==> config.mk <==
export PLATFORM = sky130hd
export DESIGN_NAME = bccs_round
export DESIGN_NICKNAME = d
export VERILOG_FILES = /design/src/hw/rtl/bccs_pkg.sv /design/src/hw/rtl/bccs_round.sv
export SDC_FILE = /design/constraint.sdc
export NUM_CORES = 1
export LEC_CHECK = 0
export ABC_CLOCK_PERIOD_IN_PS = 2550
export BUFFER_PORTS_ARGS = -buffer_cell sky130_fd_sc_hd__buf_2
export CAP_MARGIN = 20
export CORE_MARGIN = 4
export CORE_UTILIZATION = 50
export DETAILED_ROUTE_END_ITERATION = 6
export PLACE_DENSITY = 0.75
export RECOVER_POWER = 50
export SYNTH_ARGS = -nofsm -noshare
export SYNTH_HDL_FRONTEND = slang
export SYNTH_SLANG_ARGS = --single-unit
==> constraint.sdc <==
create_clock -name clk -period 2.55 [get_ports clk]
set_clock_uncertainty 0.05 [all_clocks]
set_input_delay 0 -clock clk [delete_from_list [all_inputs] [get_ports clk]]
set_output_delay 0 -clock clk [all_outputs]
set_load 0.02 [all_outputs]
==> src/hw/rtl/bccs_pkg.sv <==
// Shared types and constants of the 2x2 contingency score pipeline.
// No dependencies; every other file of the block imports this package.
package bccs_pkg;

	localparam int COUNT_BITS_DEF = 24;
	localparam int FRAC_BITS_DEF  = 16;
	localparam int FIELD_BITS     = 24;
	localparam int SCORE_BITS     = 48;
	localparam int RATIO_BITS     = 17;

	localparam logic [RATIO_BITS-1:0] RATIO_ONE   = 17'h10000;
	localparam logic [RATIO_BITS-1:0] RATIO_RESET = 17'h08000;

	typedef enum logic [3:0] {
		OP_ACC      = 4'd0,
		OP_BASER    = 4'd1,
		OP_FMEAN    = 4'd2,
		OP_FBIAS    = 4'd3,
		OP_PODY     = 4'd4,
		OP_PODN     = 4'd5,
		OP_POFD     = 4'd6,
		OP_FAR      = 4'd7,
		OP_CSI      = 4'd8,
		OP_GSS      = 4'd9,
		OP_HK       = 4'd10,
		OP_HSS      = 4'd11,
		OP_ODDS     = 4'd12,
		OP_ORSS     = 4'd13,
		OP_COSTLOSS = 4'd14
	} op_t;

	// status that travels with a ratio through the divider
	typedef struct packed {
		logic neg;
		logic undef;
		logic sat_pre;
	} flags_t;

	// width of numerator and denominator terms for a given count width
	function automatic int wide_bits(int cb);
		return (2 * cb + 5 > cb + 19) ? 2 * cb + 5 : cb + 19;
	endfunction

endpackage

==> src/hw/rtl/bccs_round.sv <==
// Output register: clamp, sign and undefined handling of the quotient.
// Depends on bccs_pkg.
module bccs_round (
	input  logic                              clk,
	input  logic                              arst_n,
	input  logic                              in_valid,
	output logic                              in_ready,
	input  bccs_pkg::flags_t                  in_flags,
	input  logic [bccs_pkg::SCORE_BITS-1:0]   in_work,
	output logic                              out_valid,
	input  logic                              out_stall,
	output logic signed [bccs_pkg::SCORE_BITS-1:0] score,
	output logic                              undefined,
	output logic                              saturated
);
	import bccs_pkg::*;

	localparam int QB = SCORE_BITS;

	logic v_q;
	logic [QB-1:0] lim;
	logic sat_c;
	logic [QB-1:0] mag;

	assign in_ready = !v_q || !out_stall;

	// clamp to the positive or negative limit
	assign lim   = in_flags.neg ? (QB'(1) << (QB - 1)) : (QB'(1) << (QB - 1)) - QB'(1);
	assign sat_c = in_flags.sat_pre || (in_work > lim);
	assign mag   = sat_c ? lim : in_work;

	always_ff @(posedge clk or negedge arst_n) begin
		if (!arst_n) begin
			v_q <= 1'b0;
		end else if (in_ready) begin
			v_q <= in_valid;
		end
	end

	always_ff @(posedge clk) begin
		if (in_ready && in_valid) begin
			if (in_flags.undef) begin
				score     <= '0;
				undefined <= 1'b1;
				saturated <= 1'b0;
			end else begin
				score     <= in_flags.neg ? -$signed(mag) : $signed(mag);
				undefined <= 1'b0;
				saturated <= sat_c;
			end
		end
	end

	assign out_valid = v_q;

	a_undef_zero: assert property (@(posedge clk) disable iff (!arst_n)
		out_valid && undefined |-> score == '0 && !saturated)
		else $error("undefined result carries a score");

	a_sat_limit: assert property (@(posedge clk) disable iff (!arst_n)
		out_valid && saturated |->
			score == {1'b0, {(QB-1){1'b1}}} || score == {1'b1, {(QB-1){1'b0}}})
		else $error("saturated result is not at a limit");

endmodule
==> qor.csv <==
metric,value,unit
ant_nets,0,
power_frac_comb,0.484,
power_density,362,nW/um^2
critPathArrivalTime,3.37,ns
io_buffers,106,
grt_usage,0.308,
dr.first_iter.drc_count,894,
grt_pass1_wl,27600,um
nNetsFinal,894,
seqPwrFrac,0.359,
vias,5951,
net-switching-power,0.980,mW
clock_latency,0.29,ns
synth_edf_count,50,
routedWlPerCell,21.6,um
synthCells,538,
row_count,35,
setup-tns-final,-20.73,ns
fp.coreArea,9240,um^2
antenna_found_initial,0,
drt-total-wl,19900,um
yosysMostFrequentCell,nor2_1,
synth_commonest_cells,"78 x nor2_1, 50 x edfxtp_1, 49 x ha_1, 47 x a21oi_1, 30 x nand2_1",
synth_top_area_share,0.317,
crit_path_end_kind,register,
finalSetupViolCount,47,
gp_congestion,0.926,
grt_pass1_vias,5233,
synth_flop_cell,edfxtp_1,
cp.required,2.54,ns
drt-pass1-iter-count,6,
syn_to_final_growth,64.0,%
violations,setup timing,
root_buffer,clkbuf_8,
clock-sinks,51,
hold_violations,0,
postSynthRegisterBits,51,
cts_tree,built,
cts_max_level,2,
synth_top_cell_by_area,edfxtp_1,
fmax,296,MHz
min_period,3.38,ns
cts_made_buffers,5,
path_class,in -> reg,
use_met1,0.428,
clkPwrFrac,0.157,
rsz0062_at_grt,true,
pin_count,107,
finalCritPeriodShare,1.32,
cp-start-kind,input pin,
drc,0,
intPower,1.83,mW
cts_buffer_depth,2,
fin_ws,-0.827,ns
ys_types,71,
power_leakage,3.24,nW
syn_avg_cell_area,8.80,um^2
fp.dieH,105,um
status,"finished, violations left",
path_max_fanout,7,
p_sw_frac,0.349,
use_met2,0.486,
maxCapViolations,0,
gr-total-overflow,0,
worst_pin_slew,0.772,ns
vias_per_cell,6.47,
start_util,0.512,
slew_headroom,0.481,
n_antenna_cell,0,
yosysWarnings,0,
gr-max-usage-layer,met2,
hpwlAfterDp,12200,um
min_path_type,in -> reg,
slew_violations,0,
final_core_util,0.840,
grt_max_degree,51,
peakVddDrop,239,uV
dieArea,11100,um^2
synthArstFlopShare,0.0196,
ys_seq_area_frac,0.323,
use_met3,0.0496,
post_synth_main_area_contributors,"edfxtp_1 32%, ha_1 13%, nor2_1 6.2%",
syn-num-nets,642,
path_clk_slew,0.09,ns
synth.cell_area,4730,um^2
drive_gt1_frac,0.484,
die_x,105,um
==> repair_timing <==
item | CTS | global route
endpoints found under the hold margin | 2 | 0
setup endpoints to repair | 47 | 48
pin swaps | 35 | 21
resized for setup | 112 | 61
cloned | 5 | 2
buffers inserted | 22 | 30
hold buffers | 4 | 0
==> worst max-delay path, stage by stage <==
cell and delay, ns:
buf_16 0.13, buf_8 0.13, inv_6 0.06, buf_4 0.11
ha_1 0.15, nor2b_1 0.07, o211ai_1 0.19, a21boi_1 0.11
o41a_1 0.32, a211o_1 0.32, a21o_4 0.24, buf_12 0.13
o21ai_4 0.17, ha_4 0.19, nand2_4 0.05, or3_4 0.39
or3_4 0.36, a21oi_2 0.16, nor4b_2 0.06
==> final timing paths <==
check	startpoint	endpoint	slack, ns	cells past startpoint
max reg2reg	out_valid	score[43]	0.99	3
min	in_work[6]	score[6]	0.16	3
min in group asynchronous	arst_n	out_valid	0.50	3
min reg2reg	out_valid	out_valid	1.03	3
max	in_flags[2]	score[40]	-0.83	19
max in group asynchronous	arst_n	out_valid	1.85	3
==> placed cells by master (no fill, tap or decap), types with 15 or more instances in the layout <==
cell type / synthesis / routed
a21oi_1: 47 / 37
buf_2: 8 / 105
buf_4: 2 / 119
buf_6: 2 / 24
edfxtp_1: 50 / 50
ha_1: 49 / 21
ha_4: 0 / 28
mux2i_1: 15 / 15
nand2_1: 30 / 26
nand3_1: 18 / 16
nor2_1: 78 / 70
nor3_1: 27 / 25
o22a_1: 22 / 22
==> registers in the layout, indices dropped and copies added (netlist names) <==
name       cells
out_valid      1
undefined      1
score         48
saturated      1
==> metrics by stage <==
stage	hold WS (ns)	power, mW	cells	setup WS [ns]	area [um^2]
3_3_place_gp	-0.275	1.91	855	-1.16	6200
5_1_grt	0.151	2.92	920	-0.910	7760
6_report	0.162	2.81	920	-0.827	7760
4_1_cts	0.135	2.59	892	-0.674	7240
2_1_floorplan	-0.346	1.55	538	-0.909	4840
3_5_place_dp	-0.272	1.94	855	-1.26	6200
==> final cells by class <==
cell class,instances,area [um^2]
Clock buffer,5,68.8
Tap cell,129,161
Sequential cell,51,1530
Inverter,7,31.3
Multi-Input combinational cell,448,3710
Timing Repair Buffer,277,2240
Clock inverter,3,15.0
Fill cell,523,1480
==> layer usage <==
layer / wire (um) / share of wire / up-vias
met5: 0 / 0 / -
met4: 1190 / 0.060 / 0
met3: 2360 / 0.12 / 139
met2: 8950 / 0.45 / 466
met1: 7350 / 0.37 / 2739
li1: - / - / 2607
==> power by group through the flow <==
| stage | sequential (mW) | clock [mW] | combinational, mW |
|---|---|---|---|
| 2_1_floorplan | 1.10 | 0 | 0.443 |
| 3_3_place_gp | 1.03 | 0 | 0.884 |
| 3_5_place_dp | 1.03 | 0 | 0.914 |
| 4_1_cts | 1.01 | 0.444 | 1.14 |
| 5_1_grt | 1.01 | 0.471 | 1.43 |
| 6_report | 1.01 | 0.441 | 1.36 |
==> kinds of logic (layout without fill, tap and decap cells) <==
group,after synthesis,in the layout,synth area share
flip-flops,51,51,0.323
adder cells (fa/ha/maj),49,49,0.130
XOR/XNOR,2,2,0.00370
AND/OR/NAND/NOR,221,221,0.244
buffers and inverters,39,292,0.0378
multiplexers,16,16,0.0341
AO/OA/AOI/OAI,160,160,0.228
No activity file was read; power rests on OpenSTA's default activity.
