$ cat src/hw/rtl/bccs_pkg.sv
// Shared types and constants of the 2x2 contingency score pipeline.
// No dependencies; every other file of the block imports this package.
package bccs_pkg;

	localparam int COUNT_BITS_DEF = 24;
	localparam int FRAC_BITS_DEF  = 16;
	localparam int FIELD_BITS     = 24;
	localparam int SCORE_BITS     = 48;
	localparam int RATIO_BITS     = 17;

	localparam logic [RATIO_BITS-1:0] RATIO_ONE   = 17'h10000;
	localparam logic [RATIO_BITS-1:0] RATIO_RESET = 17'h08000;

	typedef enum logic [3:0] {
		OP_ACC      = 4'd0,
		OP_BASER    = 4'd1,
		OP_FMEAN    = 4'd2,
		OP_FBIAS    = 4'd3,
		OP_PODY     = 4'd4,
		OP_PODN     = 4'd5,
		OP_POFD     = 4'd6,
		OP_FAR      = 4'd7,
		OP_CSI      = 4'd8,
		OP_GSS      = 4'd9,
		OP_HK       = 4'd10,
		OP_HSS      = 4'd11,
		OP_ODDS     = 4'd12,
		OP_ORSS     = 4'd13,
		OP_COSTLOSS = 4'd14
	} op_t;

	// status that travels with a ratio through the divider
	typedef struct packed {
		logic neg;
		logic undef;
		logic sat_pre;
	} flags_t;

	// width of numerator and denominator terms for a given count width
	function automatic int wide_bits(int cb);
		return (2 * cb + 5 > cb + 19) ? 2 * cb + 5 : cb + 19;
	endfunction

endpackage

$ cat src/hw/rtl/bccs_div_stage.sv
// One restoring division step: one quotient bit per pipeline stage.
// Depends on bccs_pkg.
module bccs_div_stage #(
	parameter int COUNT_BITS = bccs_pkg::COUNT_BITS_DEF,
	localparam int NW = bccs_pkg::wide_bits(COUNT_BITS)
) (
	input  logic                              clk,
	input  logic                              arst_n,
	input  logic                              in_valid,
	output logic                              in_ready,
	input  bccs_pkg::flags_t                  in_flags,
	input  logic [NW:0]                       in_d,
	input  logic [NW:0]                       in_rem,
	input  logic [bccs_pkg::SCORE_BITS-1:0]   in_work,
	output logic                              out_valid,
	input  logic                              out_ready,
	output bccs_pkg::flags_t                  out_flags,
	output logic [NW:0]                       out_d,
	output logic [NW:0]                       out_rem,
	output logic [bccs_pkg::SCORE_BITS-1:0]   out_work
);
	import bccs_pkg::*;

	localparam int QB = SCORE_BITS;

	logic v_q;
	logic [NW+1:0] rem2;
	logic ge;
	logic [NW+1:0] diff;

	assign in_ready = !v_q || out_ready;

	// shift in the next dividend bit, subtract when it fits
	assign rem2 = {in_rem, in_work[QB-1]};
	assign ge   = rem2 >= {1'b0, in_d};
	assign diff = rem2 - {1'b0, in_d};

	always_ff @(posedge clk or negedge arst_n) begin
		if (!arst_n) begin
			v_q <= 1'b0;
		end else if (in_ready) begin
			v_q <= in_valid;
		end
	end

	always_ff @(posedge clk) begin
		if (in_ready && in_valid) begin
			out_flags <= in_flags;
			out_d     <= in_d;
			out_rem   <= ge ? diff[NW:0] : rem2[NW:0];
			out_work  <= {in_work[QB-2:0], ge};
		end
	end

	assign out_valid = v_q;

	// remainder stays below the divisor for a live, in-range ratio
	a_rem_bound: assert property (@(posedge clk) disable iff (!arst_n)
		v_q && !out_flags.undef && !out_flags.sat_pre |-> out_rem < out_d)
		else $error("division remainder reached the divisor");

endmodule

$ cat config.mk
export PLATFORM = sky130hd
export DESIGN_NAME = bccs_div_stage
export DESIGN_NICKNAME = d
export VERILOG_FILES = /design/src/hw/rtl/bccs_pkg.sv /design/src/hw/rtl/bccs_div_stage.sv
export SDC_FILE = /design/constraint.sdc
export NUM_CORES = 1
export LEC_CHECK = 0
export BUFFER_PORTS_ARGS = -buffer_cell sky130_fd_sc_hd__buf_2
export CAP_MARGIN = 10
export CORE_ASPECT_RATIO = 2
export CORE_UTILIZATION = 40
export DETAILED_ROUTE_END_ITERATION = 10
export PLACE_DENSITY = 0.65
export SLEW_MARGIN = 20
export SYNTH_ARGS = -nofsm -noshare
export SYNTH_HDL_FRONTEND = slang
export SYNTH_SLANG_ARGS = --single-unit
$ cat constraint.sdc
create_clock -name clk -period 6.86 [get_ports clk]
set_clock_uncertainty 0.15 [all_clocks]
set_input_delay 0.343 -clock clk [delete_from_list [all_inputs] [get_ports clk]]
set_output_delay 0.343 -clock clk [all_outputs]
set_load 0.005 [all_outputs]
==> flow_metrics.py <==
metrics = {
    "worst_setup_path": {
        "cp.required_ns": 6.91,
        "cp_max_fo": 48,
        "critPathCaptureType": "flip-flop",
        "r2r_start": "out_valid$_DFFE_PN0N_",
        "max_stage_delay_ns": 0.53,
        "path_class": "input pin to flip-flop",
        "worstReg2RegEnd": "out_d[13]$_DFFE_PP_",
        "slowest_stage": "dlygate4sd3_1",
        "crit_chain": "dlygate4sd3_1 > buf_2 > inv_1 > ha_1 > nand4_1 > nor3_1 > nand4_1 > or4_1 > nor4_2 > a211oi_2 > inv_4 > nor2_8 > inv_4 > mux2_2",
        "regToRegSetupSlack_ns": 4.40,
        "critPathArrivalTime_ns": 4.20,
        "cp-start-kind": "input pin",
        "ff2ff_path_depth": 3,
    },
    "outcome": {
        "status": "finished clean",
    },
    "placement": {
        "hpwlAfterDp_um": 20000,
        "routabilityCongestion": 0.883,
        "port_buffers": 323,
        "place_ws_ns": 2.75,
    },
    "synth": {
        "yosys_most_used_dff": "edfxtp_1",
        "ys_warn_count": 0,
        "synth_top_family_by_area": "compound AO/OA/AOI/OAI gates",
        "synth_area_leaders": "edfxtp_1 (53%), ha_1 (7.5%), a21oi_1 (3.7%), xnor2_1 (3.6%), mux2_2 (3.4%)",
        "yosys.area_share.adder_pct": 7.77,
        "netlist_instances": 756,
        "yosysSeqAreaShare_pct": 53.6,
        "synthMuxAreaShare_pct": 6.00,
        "yosysMostFrequentCell": "edfxtp_1",
        "syn_nets": 974,
        "ys_types": 72,
        "syn_avg_cell_area_um2": 11.8,
        "yosys.area.top_type_share_pct": 53.3,
        "synth_xor_area_share_pct": 4.70,
        "synth_area_um2": 8950,
        "synthArstFlopShare_pct": 0.625,
        "synth_top_cell_by_area": "edfxtp_1",
        "synthTopCellsByCount": "edfxtp_1 (159), inv_1 (71), a21oi_1 (66)",
        "ys_ff_latch": 160,
        "synth_compound_area_share_pct": 14.1,
        "synth_edf_count": 159,
        "synthSimpleGateAreaFrac_pct": 9.22,
    },
    "pwr": {
        "p_total_uw": 2780,
        "p_per_area_nw_per_um2": 223,
        "p_leak_uw": 0.00546,
        "ir_drop_mv": 0.152,
    },
    "routing": {
        "totalWireLength_um": 26300,
        "met3_length_um": 1240,
        "ant_nets": 0,
        "post_drt_via_cell_ratio": 5.20,
        "wl_per_cell_um": 17.8,
        "drtPass1Iterations": 5,
        "drtIter0Drc": 290,
        "drc_errors": 0,
        "m1WireLength_um": 8810,
        "wl_met2_um": 15000,
        "num_vias": 7661,
        "routed.top_layer": "met5",
    },
    "final_layout": {
        "num_antenna_cells": 0,
        "drive_gt1_share_pct": 34.2,
        "final_nets": 1402,
        "num-fill-cells": 1930,
        "area_growth_pct": 38.9,
    },
    "global_route": {
        "antenna_found_initial": 1,
        "grt_usage_pct": 22.8,
        "grt_max_degree": 74,
        "grt_remaining_overflow": 0,
        "grt_pass1_wl_um": 39200,
        "grt_pass1_vias": 7871,
    },
    "floorplanning": {
        "die_w_um": 108,
        "ios": 324,
        "rows": 77,
        "fp.dieH_um": 214,
        "die-area_um2": 23000,
        "start_util_pct": 40.6,
        "core-area_um2": 22100,
    },
    "timing": {
        "whs_ns": 0.0479,
        "hold_viol": 0,
        "tns_ns": 0,
        "worst_slack_ns": 2.70,
        "tightest_slew_ns": 0.933,
        "fin_crit_ns": 4.16,
        "fmax_mhz": 241,
        "max_slew_margin_pct": 37.8,
        "slew_violations": 0,
        "rsz0062_at_grt": "no",
        "finalSetupViolations": 0,
        "fin_crit_sh_pct": 60.6,
    },
    "clock_tree": {
        "clk_latency_ns": 0.44,
        "cts_tree": "yes",
        "cts_root_buf": "clkbuf_16",
        "htree_num_levels": 4,
        "cts_inserted_buffers": 17,
        "cts_buffer_depth": 2,
        "cts.clk_slew.worst_paths_ns": 0.07,
        "clkSinkCount": 160,
    },
    "job": {
        "cap_violations": 0,
    },
    "worst_hold_path": {
        "hold_path.class": "input pin to async pin",
    },
}
-- worst max path at each step --
| stage | start | to | slack (ns) |
|---|---|---|---|
| after floorplan | out_valid$_DFFE_PN0N_ | out_d[0]$_DFFE_PP_ | 2.01 |
| after global placement | in_d[14] | out_rem[25]$_DFFE_PP_ | 2.84 |
| after detailed placement | in_d[14] | out_rem[30]$_DFFE_PP_ | 2.75 |
| after CTS | in_d[14] | out_rem[30]$_DFFE_PP_ | 2.69 |
| after global routing | in_d[14] | out_rem[31]$_DFFE_PP_ | 2.36 |
| final | in_d[14] | out_rem[30]$_DFFE_PP_ | 2.70 |
-- worst max-delay path, delay by kind of cell --
kind                       cells  cell delay (ns)
AOI/OAI and AO/OA              1             0.13
adders and majority gates      1             0.42
buffers and inverters          5             1.35
muxes                          1             0.41
and+or+nand+nor                6             1.50
-- layout by cell type (no fill, tap or decap), types with 4 or more instances in the layout --
cell and n:
a21o_1 21, a21oi_1 66, a31oi_1 13, and2_1 5, and3_1 8, buf_2 323, clkbuf_16 17, clkinv_4 5
dlygate4sd3_1 106, edfxtp_1 159, ha_1 54, inv_1 71, inv_6 4, mux2_2 27, mux2_4 12, nand2_1 36
nand2b_1 9, nand3_1 13, nand4_1 16, nor2_1 38, nor3_1 12, o211ai_1 5, o21ai_0 33, o21bai_1 8
o31ai_1 7, xnor2_1 37, xor2_1 11
-- layout make-up --
class | instances | area (um^2) | area share [%]
clock buffer | 17 | 425 | 3.42
clock inverter | 15 | 150 | 1.21
inverter | 73 | 279 | 2.24
multi-input combinational | 501 | 3740 | 30.1
sequential | 160 | 4800 | 38.6
tap | 276 | 345 | 2.78
timing repair buffer | 431 | 2690 | 21.7
-- routing by layer --
metal / vias up / track usage [%]
met4: 2 / 13.5
met2: 284 / 44.8
li1: 3691 / -
met3: 80 / 4.56
met1: 3604 / 21.0
met5: - / 0
-- sequential cells by signal, summed over array words and instances (netlist names) --
signal and count:
out_work 48, out_d 54, out_rem 54, out_flags 3, out_valid 1
-- power breakdown --
part	switching, uW	internal, uW	total (uW)
Sequential	16.6	1180	1190
Combinational	342	311	653
Clock	423	509	932
-- per-stage QoR --
| step | std cells | util, % | instance area (um^2) |
|---|---|---|---|
| floorplan | 756 | - | 8950 |
| global placement | 1335 | 48.9 | 10800 |
| detailed placement | 1335 | 48.9 | 10800 |
| CTS | 1473 | 56.4 | 12400 |
| global route | 1473 | 56.4 | 12400 |
| finish | 1473 | 56.4 | 12400 |
-- kinds of logic (layout without fill, tap and decap cells) --
| logic type | after synthesis | count (layout) |
|---|---|---|
| AO/OA/AOI/OAI | 195 | 195 |
| flip-flops | 160 | 160 |
| AND/OR/NAND/NOR | 159 | 159 |
| buffers and inverters | 95 | 536 |
| adder cells (fa/ha/maj) | 55 | 55 |
| XOR/XNOR | 48 | 48 |
| multiplexers | 44 | 44 |
-- what timing repair did --
item | in CTS | in global routing
setup buffers | 0 | 0
resized for setup | 0 | 0
hold endpoints to repair | 106 | 0
hold buffers | 106 | 0
(Power assumes the default switching activity.)
